### src/rtl/gdq_pkg.sv
`timescale 1ns / 1ps

package gdq_pkg;

    // date field widths
    localparam int DAY_W    = 5;
    localparam int MONTH_W  = 4;
    localparam int YEAR_W   = 14;
    localparam int SERIAL_W = 22;
    localparam int DOY_W    = 9;

    // year range and month codes
    localparam logic [YEAR_W-1:0]  YEAR_MAX  = 14'd9999;
    localparam logic [MONTH_W-1:0] MONTH_JAN = 4'd1;
    localparam logic [MONTH_W-1:0] MONTH_FEB = 4'd2;
    localparam logic [MONTH_W-1:0] MONTH_DEC = 4'd12;

    // floor(y / 100) as (y * 5243) >> 19, exact for y below 43690
    localparam int RECIP_100_W   = 13;
    localparam int RECIP_SHIFT   = 19;
    localparam int PROD_W        = YEAR_W + RECIP_100_W;
    localparam int CENT_W        = 8;
    localparam logic [RECIP_100_W-1:0] RECIP_100 = 13'd5243;

    // weekday codes
    localparam logic [2:0] WD_FRIDAY   = 3'd5;
    localparam logic [2:0] WD_SATURDAY = 3'd6;

    // one query word
    typedef struct packed {
        logic [DAY_W-1:0]   start_day;
        logic [MONTH_W-1:0] start_month;
        logic [YEAR_W-1:0]  start_year;
        logic [DAY_W-1:0]   end_day;
        logic [MONTH_W-1:0] end_month;
        logic [YEAR_W-1:0]  end_year;
        logic               include_end;
    } t_query;

    // one result word
    typedef struct packed {
        logic [2:0]          weekday;
        logic                week_last_day;
        logic                weekend;
        logic                business_day;
        logic [2:0]          days_left_week;
        logic [4:0]          days_left_month;
        logic [8:0]          days_left_year;
        logic [SERIAL_W-1:0] days_between;
        logic                bad_date;
    } t_result;

    // per-stage load enables of the date pipeline
    typedef struct packed {
        logic en_a;
        logic en_b;
        logic en_c;
    } t_stage_en;

    // days before the first of each month in a common year
    function automatic logic [DOY_W-1:0] days_before(input logic [MONTH_W-1:0] m);
        logic [DOY_W-1:0] n;
        case (m)
            4'd1:    n = 9'd0;
            4'd2:    n = 9'd31;
            4'd3:    n = 9'd59;
            4'd4:    n = 9'd90;
            4'd5:    n = 9'd120;
            4'd6:    n = 9'd151;
            4'd7:    n = 9'd181;
            4'd8:    n = 9'd212;
            4'd9:    n = 9'd243;
            4'd10:   n = 9'd273;
            4'd11:   n = 9'd304;
            4'd12:   n = 9'd334;
            default: n = 9'd0;
        endcase
        return n;
    endfunction

    // length of a month, february by leap flag
    function automatic logic [DAY_W-1:0] month_len(input logic [MONTH_W-1:0] m,
                                                   input logic leap);
        logic [DAY_W-1:0] n;
        case (m)
            4'd2:                 n = leap ? 5'd29 : 5'd28;
            4'd4, 4'd6, 4'd9, 4'd11: n = 5'd30;
            default:              n = 5'd31;
        endcase
        return n;
    endfunction

endpackage

### src/rtl/gregorian_date_query_top.sv
`timescale 1ns / 1ps

// gregorian date query
// input channel: i_valid / o_ready carry a query word (start date, end date,
// include-end flag). output channel: o_valid / i_ready carry a result word
// (weekday and flags of the start date, days left in week, month and year,
// day count to the end date, bad-date flag).
// throughput: one word per cycle while the receiver takes results; five register
// stages (input, century split, calendar checks, serial day number, result) each
// take a new word every cycle unless held by a stall at the output.
// a stage loads whenever it is empty or the stage after it moves, so bubbles
// close up and queries keep being accepted while a result waits at the output.
// when the receiver stalls, the pipeline fills; o_ready drops only once all
// five stages hold words, and the result stays unchanged until taken.
// a query with an impossible date in either field gives bad_date and zeros.
// reset clears every stage valid bit; no results are pending after reset.
module gregorian_date_query_top (
    input  logic            i_clk,
    input  logic            i_rst_n,
    input  logic            i_valid,
    output logic            o_ready,
    input  gdq_pkg::t_query i_query,
    output logic            o_valid,
    input  logic            i_ready,
    output gdq_pkg::t_result o_result
);

    // stage valid bits and enables
    logic r_v_in, r_v_a, r_v_b, r_v_c, r_v_out;
    logic en_in, en_out;
    gdq_pkg::t_stage_en stage_en;

    // payload registers
    gdq_pkg::t_query  r_in;
    logic             r_inc_a, r_inc_b, r_inc_c;
    gdq_pkg::t_result r_out;
    gdq_pkg::t_result n_out;

    // per-date results
    logic [gdq_pkg::SERIAL_W-1:0] start_serial, end_serial;
    logic                         start_ok, end_ok;
    logic [4:0]                   left_month;
    logic [8:0]                   left_year;

    // weekday fold
    logic [5:0] fold1;
    logic [3:0] fold2;
    logic [2:0] fold3;
    logic [2:0] wd;

    // stage enables, from the output back
    assign en_out         = !r_v_out || i_ready;
    assign stage_en.en_c  = !r_v_c || en_out;
    assign stage_en.en_b  = !r_v_b || stage_en.en_c;
    assign stage_en.en_a  = !r_v_a || stage_en.en_b;
    assign en_in          = !r_v_in || stage_en.en_a;
    assign o_ready        = en_in;

    always_ff @(posedge i_clk) begin
        if (!i_rst_n) begin
            r_v_in  <= 1'b0;
            r_v_a   <= 1'b0;
            r_v_b   <= 1'b0;
            r_v_c   <= 1'b0;
            r_v_out <= 1'b0;
        end else begin
            if (en_in)         r_v_in  <= i_valid;
            if (stage_en.en_a) r_v_a   <= r_v_in;
            if (stage_en.en_b) r_v_b   <= r_v_a;
            if (stage_en.en_c) r_v_c   <= r_v_b;
            if (en_out)        r_v_out <= r_v_c;
        end
    end

    // input register and include flag delay line
    always_ff @(posedge i_clk) begin
        if (en_in)         r_in    <= i_query;
        if (stage_en.en_a) r_inc_a <= r_in.include_end;
        if (stage_en.en_b) r_inc_b <= r_inc_a;
        if (stage_en.en_c) r_inc_c <= r_inc_b;
    end

    gdq_day_number u_start (
        .i_clk        (i_clk),
        .i_en         (stage_en),
        .i_day        (r_in.start_day),
        .i_month      (r_in.start_month),
        .i_year       (r_in.start_year),
        .o_serial     (start_serial),
        .o_valid_date (start_ok),
        .o_left_month (left_month),
        .o_left_year  (left_year)
    );

    gdq_day_number u_end (
        .i_clk        (i_clk),
        .i_en         (stage_en),
        .i_day        (r_in.end_day),
        .i_month      (r_in.end_month),
        .i_year       (r_in.end_year),
        .o_serial     (end_serial),
        .o_valid_date (end_ok),
        .o_left_month (),
        .o_left_year  ()
    );

    // serial mod 7 by summing octal digits, day one is a monday
    always_comb begin
        fold1 = 6'(start_serial[2:0])   + 6'(start_serial[5:3])
              + 6'(start_serial[8:6])   + 6'(start_serial[11:9])
              + 6'(start_serial[14:12]) + 6'(start_serial[17:15])
              + 6'(start_serial[20:18]) + 6'(start_serial[21]);
        fold2 = 4'(fold1[5:3]) + 4'(fold1[2:0]);
        fold3 = 3'(fold2[3]) + fold2[2:0];
        wd    = (fold3 == 3'd7) ? 3'd0 : fold3;
    end

    // result word
    always_comb begin
        n_out = '0;
        if (!(start_ok && end_ok)) begin
            n_out.bad_date = 1'b1;
        end else begin
            n_out.weekday         = wd;
            n_out.week_last_day   = (wd == gdq_pkg::WD_SATURDAY);
            n_out.weekend         = (wd == gdq_pkg::WD_FRIDAY) || (wd == gdq_pkg::WD_SATURDAY);
            n_out.business_day    = !n_out.weekend;
            n_out.days_left_week  = 3'd6 - wd;
            n_out.days_left_month = left_month;
            n_out.days_left_year  = left_year;
            n_out.days_between    = ((start_serial < end_serial) ? end_serial - start_serial
                                                                 : '0)
                                  + gdq_pkg::SERIAL_W'(r_inc_c);
        end
    end

    always_ff @(posedge i_clk) begin
        if (en_out) r_out <= n_out;
    end

    assign o_valid  = r_v_out;
    assign o_result = r_out;

endmodule

### src/rtl/gdq_day_number.sv
`timescale 1ns / 1ps

// three-stage per-date unit: century split, calendar checks, serial day number
module gdq_day_number (
    input  logic                              i_clk,
    input  gdq_pkg::t_stage_en                i_en,
    input  logic [gdq_pkg::DAY_W-1:0]         i_day,
    input  logic [gdq_pkg::MONTH_W-1:0]       i_month,
    input  logic [gdq_pkg::YEAR_W-1:0]        i_year,
    output logic [gdq_pkg::SERIAL_W-1:0]      o_serial,
    output logic                              o_valid_date,
    output logic [4:0]                        o_left_month,
    output logic [8:0]                        o_left_year
);

    // stage a registers
    logic [gdq_pkg::DAY_W-1:0]   r_day_a;
    logic [gdq_pkg::MONTH_W-1:0] r_month_a;
    logic [gdq_pkg::YEAR_W-1:0]  r_year_a;
    logic [gdq_pkg::CENT_W-1:0]  r_cent_a;
    logic [gdq_pkg::PROD_W-1:0]  n_prod;

    // stage b registers
    logic [gdq_pkg::YEAR_W-1:0]  r_prev_b;
    logic [gdq_pkg::CENT_W-1:0]  r_prev_cent_b;
    logic [gdq_pkg::DOY_W-1:0]   r_doy_b;
    logic                        r_valid_b;
    logic [4:0]                  r_left_month_b;
    logic [8:0]                  r_left_year_b;

    // stage c registers
    logic [gdq_pkg::SERIAL_W-1:0] r_serial_c;
    logic                         r_valid_c;
    logic [4:0]                   r_left_month_c;
    logic [8:0]                   r_left_year_c;

    // stage b logic
    logic [6:0]                  n_rem;
    logic                        n_leap;
    logic [gdq_pkg::DAY_W-1:0]   n_dim;
    logic [gdq_pkg::DOY_W-1:0]   n_doy;
    logic                        n_valid;
    logic [gdq_pkg::CENT_W-1:0]  n_prev_cent;
    logic [8:0]                  n_year_len;

    // stage c logic
    logic [gdq_pkg::SERIAL_W-1:0] n_serial;

    // year / 100 by reciprocal multiply
    assign n_prod = gdq_pkg::PROD_W'(i_year) * gdq_pkg::PROD_W'(gdq_pkg::RECIP_100);

    always_ff @(posedge i_clk) begin
        if (i_en.en_a) begin
            r_day_a   <= i_day;
            r_month_a <= i_month;
            r_year_a  <= i_year;
            r_cent_a  <= n_prod[gdq_pkg::RECIP_SHIFT +: gdq_pkg::CENT_W];
        end
    end

    // leap year, validity and day of year
    always_comb begin
        n_rem  = 7'(r_year_a - gdq_pkg::YEAR_W'(r_cent_a) * gdq_pkg::YEAR_W'(100));
        n_leap = (r_year_a[1:0] == 2'b00) && ((n_rem != 7'd0) || (r_cent_a[1:0] == 2'b00));
        n_dim  = gdq_pkg::month_len(r_month_a, n_leap);
        n_valid = (r_month_a >= gdq_pkg::MONTH_JAN) && (r_month_a <= gdq_pkg::MONTH_DEC)
               && (r_year_a != '0) && (r_year_a <= gdq_pkg::YEAR_MAX)
               && (r_day_a != '0) && (r_day_a <= n_dim);
        n_doy = gdq_pkg::days_before(r_month_a) + gdq_pkg::DOY_W'(r_day_a)
              + gdq_pkg::DOY_W'((r_month_a > gdq_pkg::MONTH_FEB) && n_leap);
        // centuries in year-1 drop by one on a century year
        n_prev_cent = (n_rem == 7'd0) ? r_cent_a - 8'd1 : r_cent_a;
        n_year_len  = n_leap ? 9'd366 : 9'd365;
    end

    always_ff @(posedge i_clk) begin
        if (i_en.en_b) begin
            r_prev_b       <= r_year_a - 14'd1;
            r_prev_cent_b  <= n_prev_cent;
            r_doy_b        <= n_doy;
            r_valid_b      <= n_valid;
            r_left_month_b <= n_dim - r_day_a + 5'd1;
            r_left_year_b  <= n_year_len - n_doy + 9'd1;
        end
    end

    // serial day number, 0001-01-01 is day one
    assign n_serial = gdq_pkg::SERIAL_W'(r_prev_b) * gdq_pkg::SERIAL_W'(365)
                    + gdq_pkg::SERIAL_W'(r_prev_b >> 2)
                    - gdq_pkg::SERIAL_W'(r_prev_cent_b)
                    + gdq_pkg::SERIAL_W'(r_prev_cent_b >> 2)
                    + gdq_pkg::SERIAL_W'(r_doy_b);

    always_ff @(posedge i_clk) begin
        if (i_en.en_c) begin
            r_serial_c     <= n_serial;
            r_valid_c      <= r_valid_b;
            r_left_month_c <= r_left_month_b;
            r_left_year_c  <= r_left_year_b;
        end
    end

    assign o_serial     = r_serial_c;
    assign o_valid_date = r_valid_c;
    assign o_left_month = r_left_month_c;
    assign o_left_year  = r_left_year_c;

endmodule

### config.mk
export PLATFORM = sky130hd
export DESIGN_NAME = gregorian_date_query_top
export DESIGN_NICKNAME = d
export VERILOG_FILES = /design/src/rtl/gdq_pkg.sv /design/src/rtl/gregorian_date_query_top.sv /design/src/rtl/gdq_day_number.sv
export SDC_FILE = /design/constraint.sdc
export NUM_CORES = 1
export LEC_CHECK = 0
export BUFFER_PORTS_ARGS = -buffer_cell sky130_fd_sc_hd__buf_2
export CORE_MARGIN = 2
export CORE_UTILIZATION = 60
export CTS_CLUSTER_DIAMETER = 50
export DETAILED_ROUTE_END_ITERATION = 7
export HOLD_SLACK_MARGIN = 0.12
export PLACE_DENSITY = 0.76
export SLEW_MARGIN = 20
export SYNTH_ARGS = -nofsm -noshare
export SYNTH_HDL_FRONTEND = slang
export SYNTH_SLANG_ARGS = --single-unit
export TNS_END_PERCENT = 20
### constraint.sdc
create_clock -name i_clk -period 14.6 [get_ports i_clk]
set_input_delay 1.46 -clock i_clk [delete_from_list [all_inputs] [get_ports i_clk]]
set_output_delay 1.46 -clock i_clk [all_outputs]
set_load 0.05 [all_outputs]
======== Word level (Yosys, flattened, before mapping) ========
Memory sizes are Yosys's and may differ from the RTL's. A register that Yosys moved wholly into a read port is not among the register bits.
Cells that the tools add are included.
storage, ports and cells
  output and inout bits ................... 48
  flip-flop bits (word level) ............. 301
  memories kept ........................... 2
  ROM bits ................................ 288
memory list
  memory           words  bits a word  read ports  clocked after Yosys merged registers in  wr ports  RTL line       text
  (no name shown)  16     9            1           1                                        0         gdq_pkg.sv:63  case (m)
  (no name shown)  16     9            1           1                                        0         gdq_pkg.sv:63
operators by class
  reductions and logical operators ........ 43
  add/subtract/negate cells ............... 34
  eq/ne operators ......................... 13
  muxes and demuxes ....................... 12
  $lt $le $gt $ge ......................... 11
  $mul .................................... 6
operators by type and width
  kind                    count
  $mul 14x13->27 const B  2
  $add 22x12->22          2
  $add 22x6->22           2
  $add 22x9->22           2
  $mul 14x9->22 const B   2
  $sub 22x8->22           2
  $le 14x14->1 const B    2
  $reduce_bool 14->1      2
  $sub 14x1->14 const B   2
  $add 22x1->22           1
  $lt 22x22->1            1
  $mux 22                 1
  $sub 22x22->22          1
  $pmux 5 s2              2
  $add 6x3->6             3
  $add 9x1->9             2
  $add 9x5->9             2
  $eq 4x3->1 const B      4
  $eq 4x4->1 const B      4
  $mul 8x5->5 const B     2
  $mux 8                  2
  $sub 8x1->8 const B     2
  $logic_and 1x1->1       15
  $logic_not 7->1         2
  27 further kinds        57

======== Depth between registers and ports, before layout ========
Gate-level depths: netlist (run 1).
  depth after elaboration ................. 14
  gate-level depth with buffers ........... 23

======== Modules after synthesis ========
A second synthesis (run 1) with hierarchy kept.
unflattened totals
  cells, all modules ...................... 2,888
  area total of the unflattened synthesis .. 31,891.8 um2
modules (own cells, without submodules)
  module                    times used  area each (um2)  sequential area each (um2)  cells each
  gdq_day_number (u_end)    1           13,041.3         3,603.5                     1,198
  gdq_day_number (u_start)  1           12,756.0         3,603.5                     1,147
  gregorian_date_query_top  1           6,094.6          2,952.8                     543

======== Worst setup path after synthesis (run 1) ========
Ideal clock, no wire load.
  path kind ............................... input -> output
  start point ............................. input i_ready
  end point ............................... output o_ready
  path buffers ............................ 0
  setup slack ............................. 8.014 ns
  stages .................................. 5
  arrival time ............................ 5.126 ns
  cell sequence ........................... nor2b_1 and2_1 nand2_1 nor2_1 nand2_1
RTL lines
  element             RTL line                        text
  start: declaration  gregorian_date_query_top.sv:24  input logic i_ready,
  end: declaration    gregorian_date_query_top.sv:21  output logic o_ready,

======== Worst setup path in the final report (run 1) ========
  start point ............................. register u_end.r_prev_b[5] (netlist bit)
  end point ............................... register u_end.r_serial_c, in the netlist u_end.o_serial[21] (data pin)
on the way
  word-level cells in the longest chain between the ends .. 5
ends and longest elaborated chain
  element                             RTL line              text
  start: declaration                  gdq_day_number.sv:24  logic [gdq_pkg::YEAR_W-1:0] r_prev_b;
  start signal: assignment            gdq_day_number.sv:78  r_prev_b <= r_year_a - 14'd1;
  $mul 14x9->22                       gdq_day_number.sv:88  assign n_serial = gdq_pkg::SERIAL_W'(r_prev_b) * gdq_pkg::SERIAL_W'(365)
  $add 22x12->22 *                    gdq_day_number.sv:89  + gdq_pkg::SERIAL_W'(r_prev_b >> 2)
  $sub 22x8->22 *                     gdq_day_number.sv:90  - gdq_pkg::SERIAL_W'(r_prev_cent_b)
  $add 22x6->22 *                     gdq_day_number.sv:91  + gdq_pkg::SERIAL_W'(r_prev_cent_b >> 2)
  $add 22x9->22 *                     gdq_day_number.sv:92  + gdq_pkg::SERIAL_W'(r_doy_b);
  named net u_end.n_serial (one bit)  gdq_day_number.sv:47  logic [gdq_pkg::SERIAL_W-1:0] n_serial;
  end signal: assignment              gdq_day_number.sv:96  r_serial_c <= n_serial;
  end: declaration                    gdq_day_number.sv:32  logic [gdq_pkg::SERIAL_W-1:0] r_serial_c;
The timed path passes the listed nets; every way through them passes the cells marked *.
A chain may end at the register's enable or synchronous reset.

==> results.md, run 1 <==
- The flow ran to the end, and the final reports show no timing, DRC or antenna violations.
- The floorplan step defined a die boundary enclosing 50710 um2.
- The slew at the pin with the worst max-slew slack is around 0.93 ns.
- The repair_antennas step left the layout with diodes totalling 0.
- The number of endpoints with negative hold slack in the final report came to 0.
- After synthesis, the cell types taking the most area are sky130_fd_sc_hd__edfxtp_1 (30%), sky130_fd_sc_hd__fa_1 (22%), sky130_fd_sc_hd__ha_1 (20%), sky130_fd_sc_hd__inv_1 (7.9%), sky130_fd_sc_hd__xnor2_1 (3.1%).
- Summing the areas of all fa, ha and maj instances in the mapped netlist gives a little over two fifths of the synthesized area.
- The total overflow left after global routing is 0.
- Dividing the detail-routed wire length by the instance count gives 16.83 um.
- TritonCTS created 40 clock buffers.
- The Yosys step of the flow raised 0 warnings.
- Synthesis instantiated 86 different standard cells from the library.
- For this design the top-level I/O count stands at 99.
- The final critical path takes up between 30% and 40% of the cycle.
- The standard-cell row count is 81.
- Max-cap violations in this run came to 0.
- After the first detailed-routing iteration, the DRC count stood at about 1000.
- The final setup TNS is 0 ns.
- The number of nets in the finished design is roughly 3500.
- The die is approximately 230 um tall.
- STA puts the critical path data arrival time at 5.90 ns.
- The average vias per placed instance is 5.343.
- Synthesis handed over a netlist of 2566 instances.
- The proportion of netlist area held by the largest area contributor is 30.18%.
- The highest routed metal layer is met4.
- The largest net degree at the start of global routing is 77.
- Of all nets on the critical path, the largest fanout is 7.
- For this design, the CTS-stage hold fixing added 0 buffers.
- The CTS clock-pin slew for the worst setup and hold paths is 0.06 ns.
- Once detailed placement completed, the half-perimeter wirelength came to 47.21 mm.
- The total area inside the core boundary comes to slightly below 50000 um2.
- For this run, the total global-route usage over all layers was measured as 23.79%.
- The number of buffers between clock root and the deepest sink is 3.
- Counting the fill cells in the layout gives about 3600.
- The area growth from synthesis to layout is 8.921%.
- The floorplan die width is 225.2 um.
- The congestion estimate from routability-driven global placement came to between 0.9 and 1.
- After detailed routing, the number of remaining DRC violations is 0.
- Summing the areas of all compound-gate instances in the mapped netlist gives between 6 and 7% of the synthesized area.
- Of the total synthesized cell area, the portion taken by XOR and XNOR cells is approximately 4.7%.
- STA classifies the critical path startpoint as a register.
- The worst hold path begins at u_start.r_left_month_b[3].
- The worst path needs between 5 and 6 ns of the cycle, external delays included.
- The share of post-route cells with drive strength above 1 is 7.464%.
- Counting flops and latches in the post-synthesis netlist gives 318.
- The most critical setup path has its startpoint at u_end.r_prev_b[5].
- The share of cell area taken by muxes after synthesis is less than 1%.
- Counting flops with a built-in enable in the synthesized netlist gives 295.
- The number of clock sinks seen by CTS is between 300 and 400.
- The first TritonRoute pass finished after 5 iterations.
- The post-route antenna net violation count is 0.
- The type of destination of the critical path is a register.
- The number of instances resized during post-cts repair is 0.
- The worst reg-to-reg setup slack is 8.98 ns.
- TritonCTS built the clock tree.
- The final setup violation count is 0.
- The library cells used most frequently in the layout, excluding fill and tap cells, are sky130_fd_sc_hd__inv_1 (614), sky130_fd_sc_hd__ha_1 (460), sky130_fd_sc_hd__fa_1 (324).
- The clock root buffer master is sky130_fd_sc_hd__clkbuf_16.
- For this block, the routed nets add up to 56.46 mm of wire.
- The worst setup path is of the reg2reg kind.
- The initial antenna violation count was 0.
- The max-slew violation count is 0.
- Counting flops with an async set or reset pin after synthesis yields a share of 0%.
- The total standard cell area after synthesis is about 29000 um2.
- The average size of a mapped cell is 11.44 um2.
- The first global-routing pass estimated between 90 and 100 mm of wire.
- The effective utilization at floorplan is between 60% and 70%.
- In the synthesized netlist the dominant register cell turns out to be sky130_fd_sc_hd__edfxtp_1.
- The synthesized design spends more area on one cell type than any other, namely sky130_fd_sc_hd__edfxtp_1.
- Clock latency on the worst-skew pair, taken at its later pin, is 0.55 ns.
- The H-tree was split into 2 levels.
- The min-delay analysis places its worst path in the category reg2reg.
- The number of vias after detailed routing is 17930.
- The largest family of logic cells by synthesized area is adder cells.
- The wire length on met3 is between 2 and 2.5 mm.
- Summed over all nets, wire length on met2 after detailed routing comes to 27.94 mm.
- The via count of the first global-routing pass was 19490.
- The most frequent standard cell in the layout excluding fill and tap cells is sky130_fd_sc_hd__inv_1.
- The worst pin sits at a relative slew slack of between 30% and 40%.
- The number of nets handed over by synthesis was 3401.
- STA puts the critical path data required time at about 15 ns.
- Derived from the worst setup path, the maximum achievable clock frequency is 178.1 MHz.
- The startpoint identified for the worst register-to-register timing path is u_end.r_prev_b[5].
- Between clock sinks in the finished design, the worst skew comes to around 0.015 ns.
- The share of the yosys chip area belonging to registers is a little under a third.
- Buffers placed on the I/O ports in this run total slightly below 100.
- In the final routing, the length of wire on met1 measures approximately 25 mm.
- Setup repair after global routing left no endpoint under its margin.
- Summing the areas of all and, or, nand and nor instances in the mapped netlist gives 7.139% of the synthesized area.
- Buffers added to address setup during post-CTS repair amount to 0.
-- state kept, by name (all words and copies together), names as in the netlist, 4 cells and up, named ones only --
| register | flops |
|---|---|
| o_result | 45 |
| r_in | 47 |
| u_end.o_serial | 22 |
| u_end.r_cent_a | 8 |
| u_end.r_day_a | 5 |
| u_end.r_doy_b | 9 |
| u_end.r_month_a | 4 |
| u_end.r_prev_b | 14 |
| u_end.r_prev_cent_b | 8 |
| u_end.r_year_a | 14 |
| u_start.o_left_month | 5 |
| u_start.o_left_year | 9 |
| u_start.o_serial | 22 |
| u_start.r_cent_a | 8 |
| u_start.r_day_a | 5 |
| u_start.r_doy_b | 9 |
| u_start.r_left_month_b | 5 |
| u_start.r_left_year_b | 9 |
| u_start.r_month_a | 4 |
| u_start.r_prev_b | 14 |
| u_start.r_prev_cent_b | 8 |
| u_start.r_year_a | 14 |
-- kinds of logic (layout without fill, tap and decap cells) --
group | Yosys count | count (layout)
compound gates | 269 | 269
fa+ha+maj | 784 | 784
mux | 15 | 15
flops | 318 | 318
simple gates | 397 | 397
buf+inv | 628 | 795
xor+xnor | 155 | 155
-- through the flow --
step | area [um2] | utilization [%] | worst slack (ns) | instances | hold WS (ns)
after CTS | 31970 | 65.71 | 8.995 | 3355 | 0.4153
after floorplan | 29360 | - | 8.014 | 2566 | 0.4003
after global placement | 30630 | 62.96 | 9.086 | 3282 | 0.4058
after detailed placement | 30630 | 62.96 | 9.002 | 3282 | 0.4063
after global routing | 31970 | 65.73 | 8.674 | 3355 | 0.4211
final | 31970 | 65.73 | 8.985 | 3355 | 0.4156
-- worst max-delay path, stage by stage, from the launching register on --
cell and delay, ns:
sky130_fd_sc_hd__edfxtp_1 0.54, sky130_fd_sc_hd__fa_1 0.51, sky130_fd_sc_hd__fa_1 0.52, sky130_fd_sc_hd__inv_1 0.05, sky130_fd_sc_hd__fa_1 0.50, sky130_fd_sc_hd__inv_1 0.05, sky130_fd_sc_hd__fa_1 0.46, sky130_fd_sc_hd__fa_1 0.50
sky130_fd_sc_hd__ha_1 0.35, sky130_fd_sc_hd__inv_1 0.08, sky130_fd_sc_hd__o21a_1 0.21, sky130_fd_sc_hd__o311ai_0 0.51, sky130_fd_sc_hd__a21o_1 0.20, sky130_fd_sc_hd__a21oi_1 0.13, sky130_fd_sc_hd__o311a_1 0.42, sky130_fd_sc_hd__a21oi_1 0.21
sky130_fd_sc_hd__xnor2_1 0.10
-- synth_stat cells (7+ instances only) --
master / n
sky130_fd_sc_hd__nand4_1: 28
sky130_fd_sc_hd__nor4_1: 14
sky130_fd_sc_hd__and3_1: 30
sky130_fd_sc_hd__or4_1: 12
sky130_fd_sc_hd__nor3_1: 42
sky130_fd_sc_hd__nand3_1: 22
sky130_fd_sc_hd__mux2i_1: 11
sky130_fd_sc_hd__xor2_1: 51
sky130_fd_sc_hd__or3_1: 11
sky130_fd_sc_hd__o21ai_0: 53
sky130_fd_sc_hd__a211oi_1: 7
sky130_fd_sc_hd__o211ai_1: 8
sky130_fd_sc_hd__a31oi_1: 7
sky130_fd_sc_hd__dfxtp_1: 23
sky130_fd_sc_hd__ha_1: 460
sky130_fd_sc_hd__fa_1: 324
sky130_fd_sc_hd__and2_1: 13
sky130_fd_sc_hd__xnor2_1: 103
sky130_fd_sc_hd__edfxtp_1: 295
sky130_fd_sc_hd__a21o_1: 39
sky130_fd_sc_hd__inv_1: 616
sky130_fd_sc_hd__nor2b_1: 19
sky130_fd_sc_hd__nand2_1: 87
sky130_fd_sc_hd__a21oi_1: 69
sky130_fd_sc_hd__nand2b_1: 11
sky130_fd_sc_hd__o21bai_1: 8
sky130_fd_sc_hd__o21a_1: 12
sky130_fd_sc_hd__nor2_1: 77
-- metal layers --
layer	vias to the layer above	GRT usage [%]
li1	8767	-
met1	8723	30.65
met2	342	41.90
met3	95	2.803
met4	0	7.947
met5	-	0
-- layout make-up --
| type | instances | area [um2] | share of cell area (%) |
|---|---|---|---|
| multi-input cells | 1620 | 17680 | 55.29 |
| flip-flops and latches | 318 | 9319 | 29.15 |
| inverters | 617 | 2316 | 7.243 |
| clock buffers | 50 | 1079 | 3.373 |
| well taps | 622 | 778.2 | 2.434 |
| repair buffers | 105 | 543.0 | 1.698 |
| clock inverters | 23 | 260.3 | 0.8139 |
-- worst paths after layout --
kind / to / depth (start not counted)
setup / recovery: u_end.o_serial[21] / 16
hold / removal: u_start.o_left_month[3] / 0
setup reg to reg: u_end.o_serial[21] / 16
hold reg to reg: u_start.o_left_month[3] / 0
Power of run 1 is not shown: default switching activity piles up to over one toggle a cycle in this logic, so the estimate is an artifact.
==> inputs of run 2 (changes only) <==
--- a/config.mk
+++ b/config.mk
@@ -5,6 +5,7 @@
 export SDC_FILE = /design/constraint.sdc
 export NUM_CORES = 1
 export LEC_CHECK = 0
+export ABC_AREA = 1
 export BUFFER_PORTS_ARGS = -buffer_cell sky130_fd_sc_hd__buf_2
 export CORE_MARGIN = 2
 export CORE_UTILIZATION = 60
==> constraint.sdc (replaced) <==
create_clock -name i_clk -period 5.4 [get_ports i_clk]
set_input_delay 0.54 -clock i_clk [delete_from_list [all_inputs] [get_ports i_clk]]
set_output_delay 0.54 -clock i_clk [all_outputs]
set_load 0.05 [all_outputs]
==> run 2 against run 1 <==
Against the previous run: hold slack got worse by 0.26 ns; flip-flop and latch count unchanged; final area grew 5.0%; via count increased by 16%; fmax is 7.0% higher; clock-buffer cell count decreased by 4; setup slack worse by 8.8 ns; critical endpoint is now o_result[40]; synthesized cell count increased by 20%; die area grew 4.6%; non-clock buffer count rose by 14; first-iteration DRC count increased by 12%; utilization grew 0.93 points.
==> results.md, run 2 <==
- The run finished with clean final reports.
- The tightest min-delay check is of the in2reg type.
- The wire length on met3 is 2.562 mm (+27%).
- The number of nets in the finished design came to 4068 (+15%).
- The average size of a mapped cell is 9.973 um2 (-13%).
- The flip-flop count of the largest register after layout is 47 (unchanged).
- The detailed-routing iteration count for the pre-antenna-repair pass is 5 (unchanged).
- Of all cell types, the one taking the most synthesized area is sky130_fd_sc_hd__edfxtp_1.
- The count of cells along the worst register-to-register path is 24 (+8).
- The reg-to-reg startpoint is u_start.o_serial[2].
- The share of post-route cells with drive strength above 1 was 7.198% (-0.27 points).
- The data required time of the critical path was 5.70 ns (-9.18 ns).
- The commonest cells after synthesis are sky130_fd_sc_hd__inv_1 (779), sky130_fd_sc_hd__ha_1 (460), sky130_fd_sc_hd__nand2_1 (361), sky130_fd_sc_hd__fa_1 (324), sky130_fd_sc_hd__edfxtp_1 (295).
- The maximum fanout count along the critical path is 3 (-4).
- The core area is 50380 um2 (+3.6%).
- The standard-cell row count is 82 (+1.2%).
- The layout-stage area growth over the synthesis result is 9.248%.
- The average vias per placed instance is 5.277 (-1.2%).
- The number of buffer cells added on primary ports came to 98 (unchanged).
- The register with the highest flop count is r_in.
- The per-cell routed wire length is 16.25 um (-3.4%).
- The largest net degree at the start of global routing is 63 (-18%).
- The via count of the first global-routing pass came to 22180 (+14%).
- The type of destination of the critical path is a register.
- The diode insertion count for antenna repair was 0 (unchanged).
- The max-slew violation count was 0 (unchanged).
- The source-to-sink clock delay at the later pin of the worst-skew pair is 0.56 ns (about the same).
- The worst path arrival time is 5.55 ns (-0.35 ns).
- The initial antenna violation count is 0 (unchanged).
- The post-detailed-placement half-perimeter wirelength was 54.05 mm (+14%).
- The highest routed metal layer is met4.
- The number of flops mapped to enable cells by yosys was 295 (unchanged).
- In this run the critical register-to-register path is captured at o_result[40].
- The CTS H-tree depth came to 2 (unchanged).
- The worst reg-to-reg setup slack is 0.15 ns (-8.83 ns).
- The vertical extent of the die is 230.3 um (+2.3%).
- The post-route antenna net violation count is 0 (unchanged).
- The worst setup path startpoint is u_start.o_serial[2].
- The post-route met1 wirelength is 27.41 mm (+11%).
- Leaving out fill and tap cells, the most frequent cell in the layout is sky130_fd_sc_hd__inv_1.
- The number of storage elements in the synthesis netlist came to 318 (unchanged).
- The startpoint type of the worst setup path is a register.
- The distinct cell type count after synthesis is 50 (-42%).
- The proportion of netlist area held by the largest area contributor is 28.82% (-1.4 points).
- The number of clock sinks seen by CTS is 318 (unchanged).
- The final setup violation count is 0 (unchanged).
- The main flop type after synthesis is sky130_fd_sc_hd__edfxtp_1.
- The worst setup path is of the reg2reg kind.
- Setup repair after global routing could not meet its margin everywhere.
- The floorplan die width is 230.3 um (+2.3%).
- The number of I/O pins is 99 (unchanged).
- The core utilization of the finished layout is 66.66% (+0.93 points).
- The top achievable clock speed is 190.5 MHz (+7.0%).
- The final global-route overflow total is 0 (unchanged).
- The post-route DRC violation count is 0 (unchanged).
- Following the worst setup path forward leads to its endpoint at o_result[40].
- After synthesis, the cell types taking the most area are sky130_fd_sc_hd__edfxtp_1 (29%), sky130_fd_sc_hd__fa_1 (21%), sky130_fd_sc_hd__ha_1 (19%), sky130_fd_sc_hd__inv_1 (9.5%), sky130_fd_sc_hd__nand2_1 (4.4%).
- The worst relative slew slack is 29.77% (-8.0 points).
- The total standard cell area after synthesis is 30740 um2 (+4.7%).
- TritonCTS built the clock tree.
- The max-cap violation count is 0 (unchanged).
- The effective utilization at floorplan is 61.02% (+0.67 points).
- The met2 wire length is 31.89 mm (+14%).
- The number of endpoints with negative hold slack in the final report is 0 (unchanged).
- The share of the yosys chip area belonging to registers is 30.32% (-1.4 points).
- The fraction of synthesis flops using an asynchronous set or reset pin is 0% (unchanged).
- The number of warnings printed during yosys synthesis came to 0 (unchanged).
- The post-layout minimum cycle time is 5.248 ns (-0.3673 ns).
- The number of vias after detailed routing was 20780 (+16%).
- The CTS clock-pin slew for the worst setup and hold paths is 0.06 ns (about the same).
- The overall routing resource usage is 25.12% (+1.3 points).
- The largest clock skew in the final design is 0.02145 ns (+0.006818 ns).
- The number of buffers between clock root and the deepest sink is 3 (unchanged).
- The routed wire length is 63.97 mm (+13%).
- In the post-synthesis netlist, the cell with the most instances is sky130_fd_sc_hd__inv_1.
- The die area came to 53060 um2 (+4.6%).
- In the layout the commonest cells are sky130_fd_sc_hd__inv_1 (776), sky130_fd_sc_hd__ha_1 (457), sky130_fd_sc_hd__nand2_1 (358).
- The final estimated routing congestion in global placement is 1.011 (+7.8%).
- The ratio of final minimum period to clock period is 97.19% (+59 points).
- The tree is rooted in a sky130_fd_sc_hd__clkbuf_16.
- The post-synthesis net count is 3917 (+15%).
- The gate count after technology mapping came to 3082 (+20%).
- The number of buffers inserted during clock tree synthesis is 40 (unchanged).
- The wire length of the first global-routing pass came to 106.9 mm (+12%).
- The slew at the pin with the worst max-slew slack is 1.042 ns (+0.1088 ns).
- The first-iteration detailed-routing DRC count is 1084 (+12%).
==> run 2: cell types whose count changed in the layout (fill, tap and decap cells not counted), moves of 11 or more <==
cell                       delta
sky130_fd_sc_hd__nand2_1    +273
sky130_fd_sc_hd__inv_1      +162
sky130_fd_sc_hd__nor2_1     +114
sky130_fd_sc_hd__nand3_1     +71
sky130_fd_sc_hd__a21oi_1     +59
sky130_fd_sc_hd__xnor2_1     -58
sky130_fd_sc_hd__xor2_1      +38
sky130_fd_sc_hd__a21o_1      -32
sky130_fd_sc_hd__and3_1      -28
sky130_fd_sc_hd__nor2b_1     -19
sky130_fd_sc_hd__nor3_1      -13
sky130_fd_sc_hd__or4_1       -12
sky130_fd_sc_hd__and2_1      -11
sky130_fd_sc_hd__nand2b_1    -11
==> run 2: cell families (layout without fill, tap and decap cells) <==
group	after synthesis	after routing	synth area share (%)
XOR/XNOR	137	137	3.904
buffers and inverters	790	973	9.737
AO/OA/AOI/OAI	278	278	5.149
AND/OR/NAND/NOR	775	775	11.07
adder cells (fa/ha/maj)	784	784	39.83
flip-flops	318	318	30.32
==> run 2: metal layers <==
metal  vias to the layer above  GRT usage, %
li1                      10130             -
met1                     10020         31.66
met2                       489         44.84
met3                       132         3.187
met4                         0         8.327
met5                         -             0
==> run 2: critical path, stage by stage (launching register included) <==
cell and delay, ns:
sky130_fd_sc_hd__edfxtp_1 0.32, sky130_fd_sc_hd__inv_1 0.07, sky130_fd_sc_hd__fa_1 0.53, sky130_fd_sc_hd__inv_1 0.06, sky130_fd_sc_hd__fa_1 0.53, sky130_fd_sc_hd__inv_1 0.06
sky130_fd_sc_hd__fa_1 0.54, sky130_fd_sc_hd__inv_1 0.05, sky130_fd_sc_hd__fa_1 0.49, sky130_fd_sc_hd__ha_1 0.30, sky130_fd_sc_hd__nand3_1 0.07, sky130_fd_sc_hd__nand2_1 0.13
sky130_fd_sc_hd__xor2_2 0.20, sky130_fd_sc_hd__inv_1 0.07, sky130_fd_sc_hd__ha_1 0.28, sky130_fd_sc_hd__nand3_1 0.08, sky130_fd_sc_hd__nand2_1 0.07, sky130_fd_sc_hd__ha_1 0.20
sky130_fd_sc_hd__ha_2 0.18, sky130_fd_sc_hd__xor2_2 0.16, sky130_fd_sc_hd__xor2_2 0.20, sky130_fd_sc_hd__nor2_2 0.17, sky130_fd_sc_hd__o21ai_1 0.11, sky130_fd_sc_hd__nand2_1 0.07
sky130_fd_sc_hd__inv_1 0.05
==> run 2: final cells by class <==
| type | count | area, um2 |
|---|---|---|
| Tap cell | 672 | 840.8 |
| Clock inverter | 28 | 295.3 |
| Clock buffer | 46 | 1045 |
| Sequential cell | 318 | 9319 |
| Timing Repair Buffer | 119 | 663.1 |
| Multi-Input combinational cell | 1974 | 18490 |
| Fill cell | 3816 | 16790 |
| Inverter | 780 | 2930 |
==> run 2: worst min path at each step <==
stage                                         from                endpoint  slack, ns  cells after the start
after floorplan                            r_in[0]                 r_inc_a       0.40                      0
after global placement    u_start.r_left_year_b[1]  u_start.o_left_year[1]       0.40                      0
after detailed placement                  r_in[22]        u_end.r_day_a[3]       0.40                      0
after CTS                               i_query[0]                 r_in[0]       0.12                      1
after global routing                   i_query[19]                r_in[19]       0.13                      1
final                                  i_query[29]                r_in[29]       0.15                      1
==> run 2: what timing repair did <==
item | 4_1_cts | 5_1_grt
endpoints found under the setup margin | 1 | 12
buffers inserted | 0 | 3
hold buffers | 6 | 0
hold endpoints to repair | 6 | 0
gates resized for setup | 2 | 16
pin swaps | 0 | 8
==> run 2: per-stage QoR <==
step                cell area (um2)  cells  worst slack (ns)  TNS [ns]  hold WS [ns]
floorplan                     30740   3082            0.1023         0        0.4003
global placement              32100   3854           0.09771         0        0.4050
detailed placement            32100   3854          -0.08528  -0.08528        0.4045
CTS                           33510   3934          0.004901         0        0.1206
global route                  33580   3937          -0.06192  -0.08830        0.1263
finish                        33580   3937            0.1518         0        0.1531
Power of run 2 is left out for the same reason.
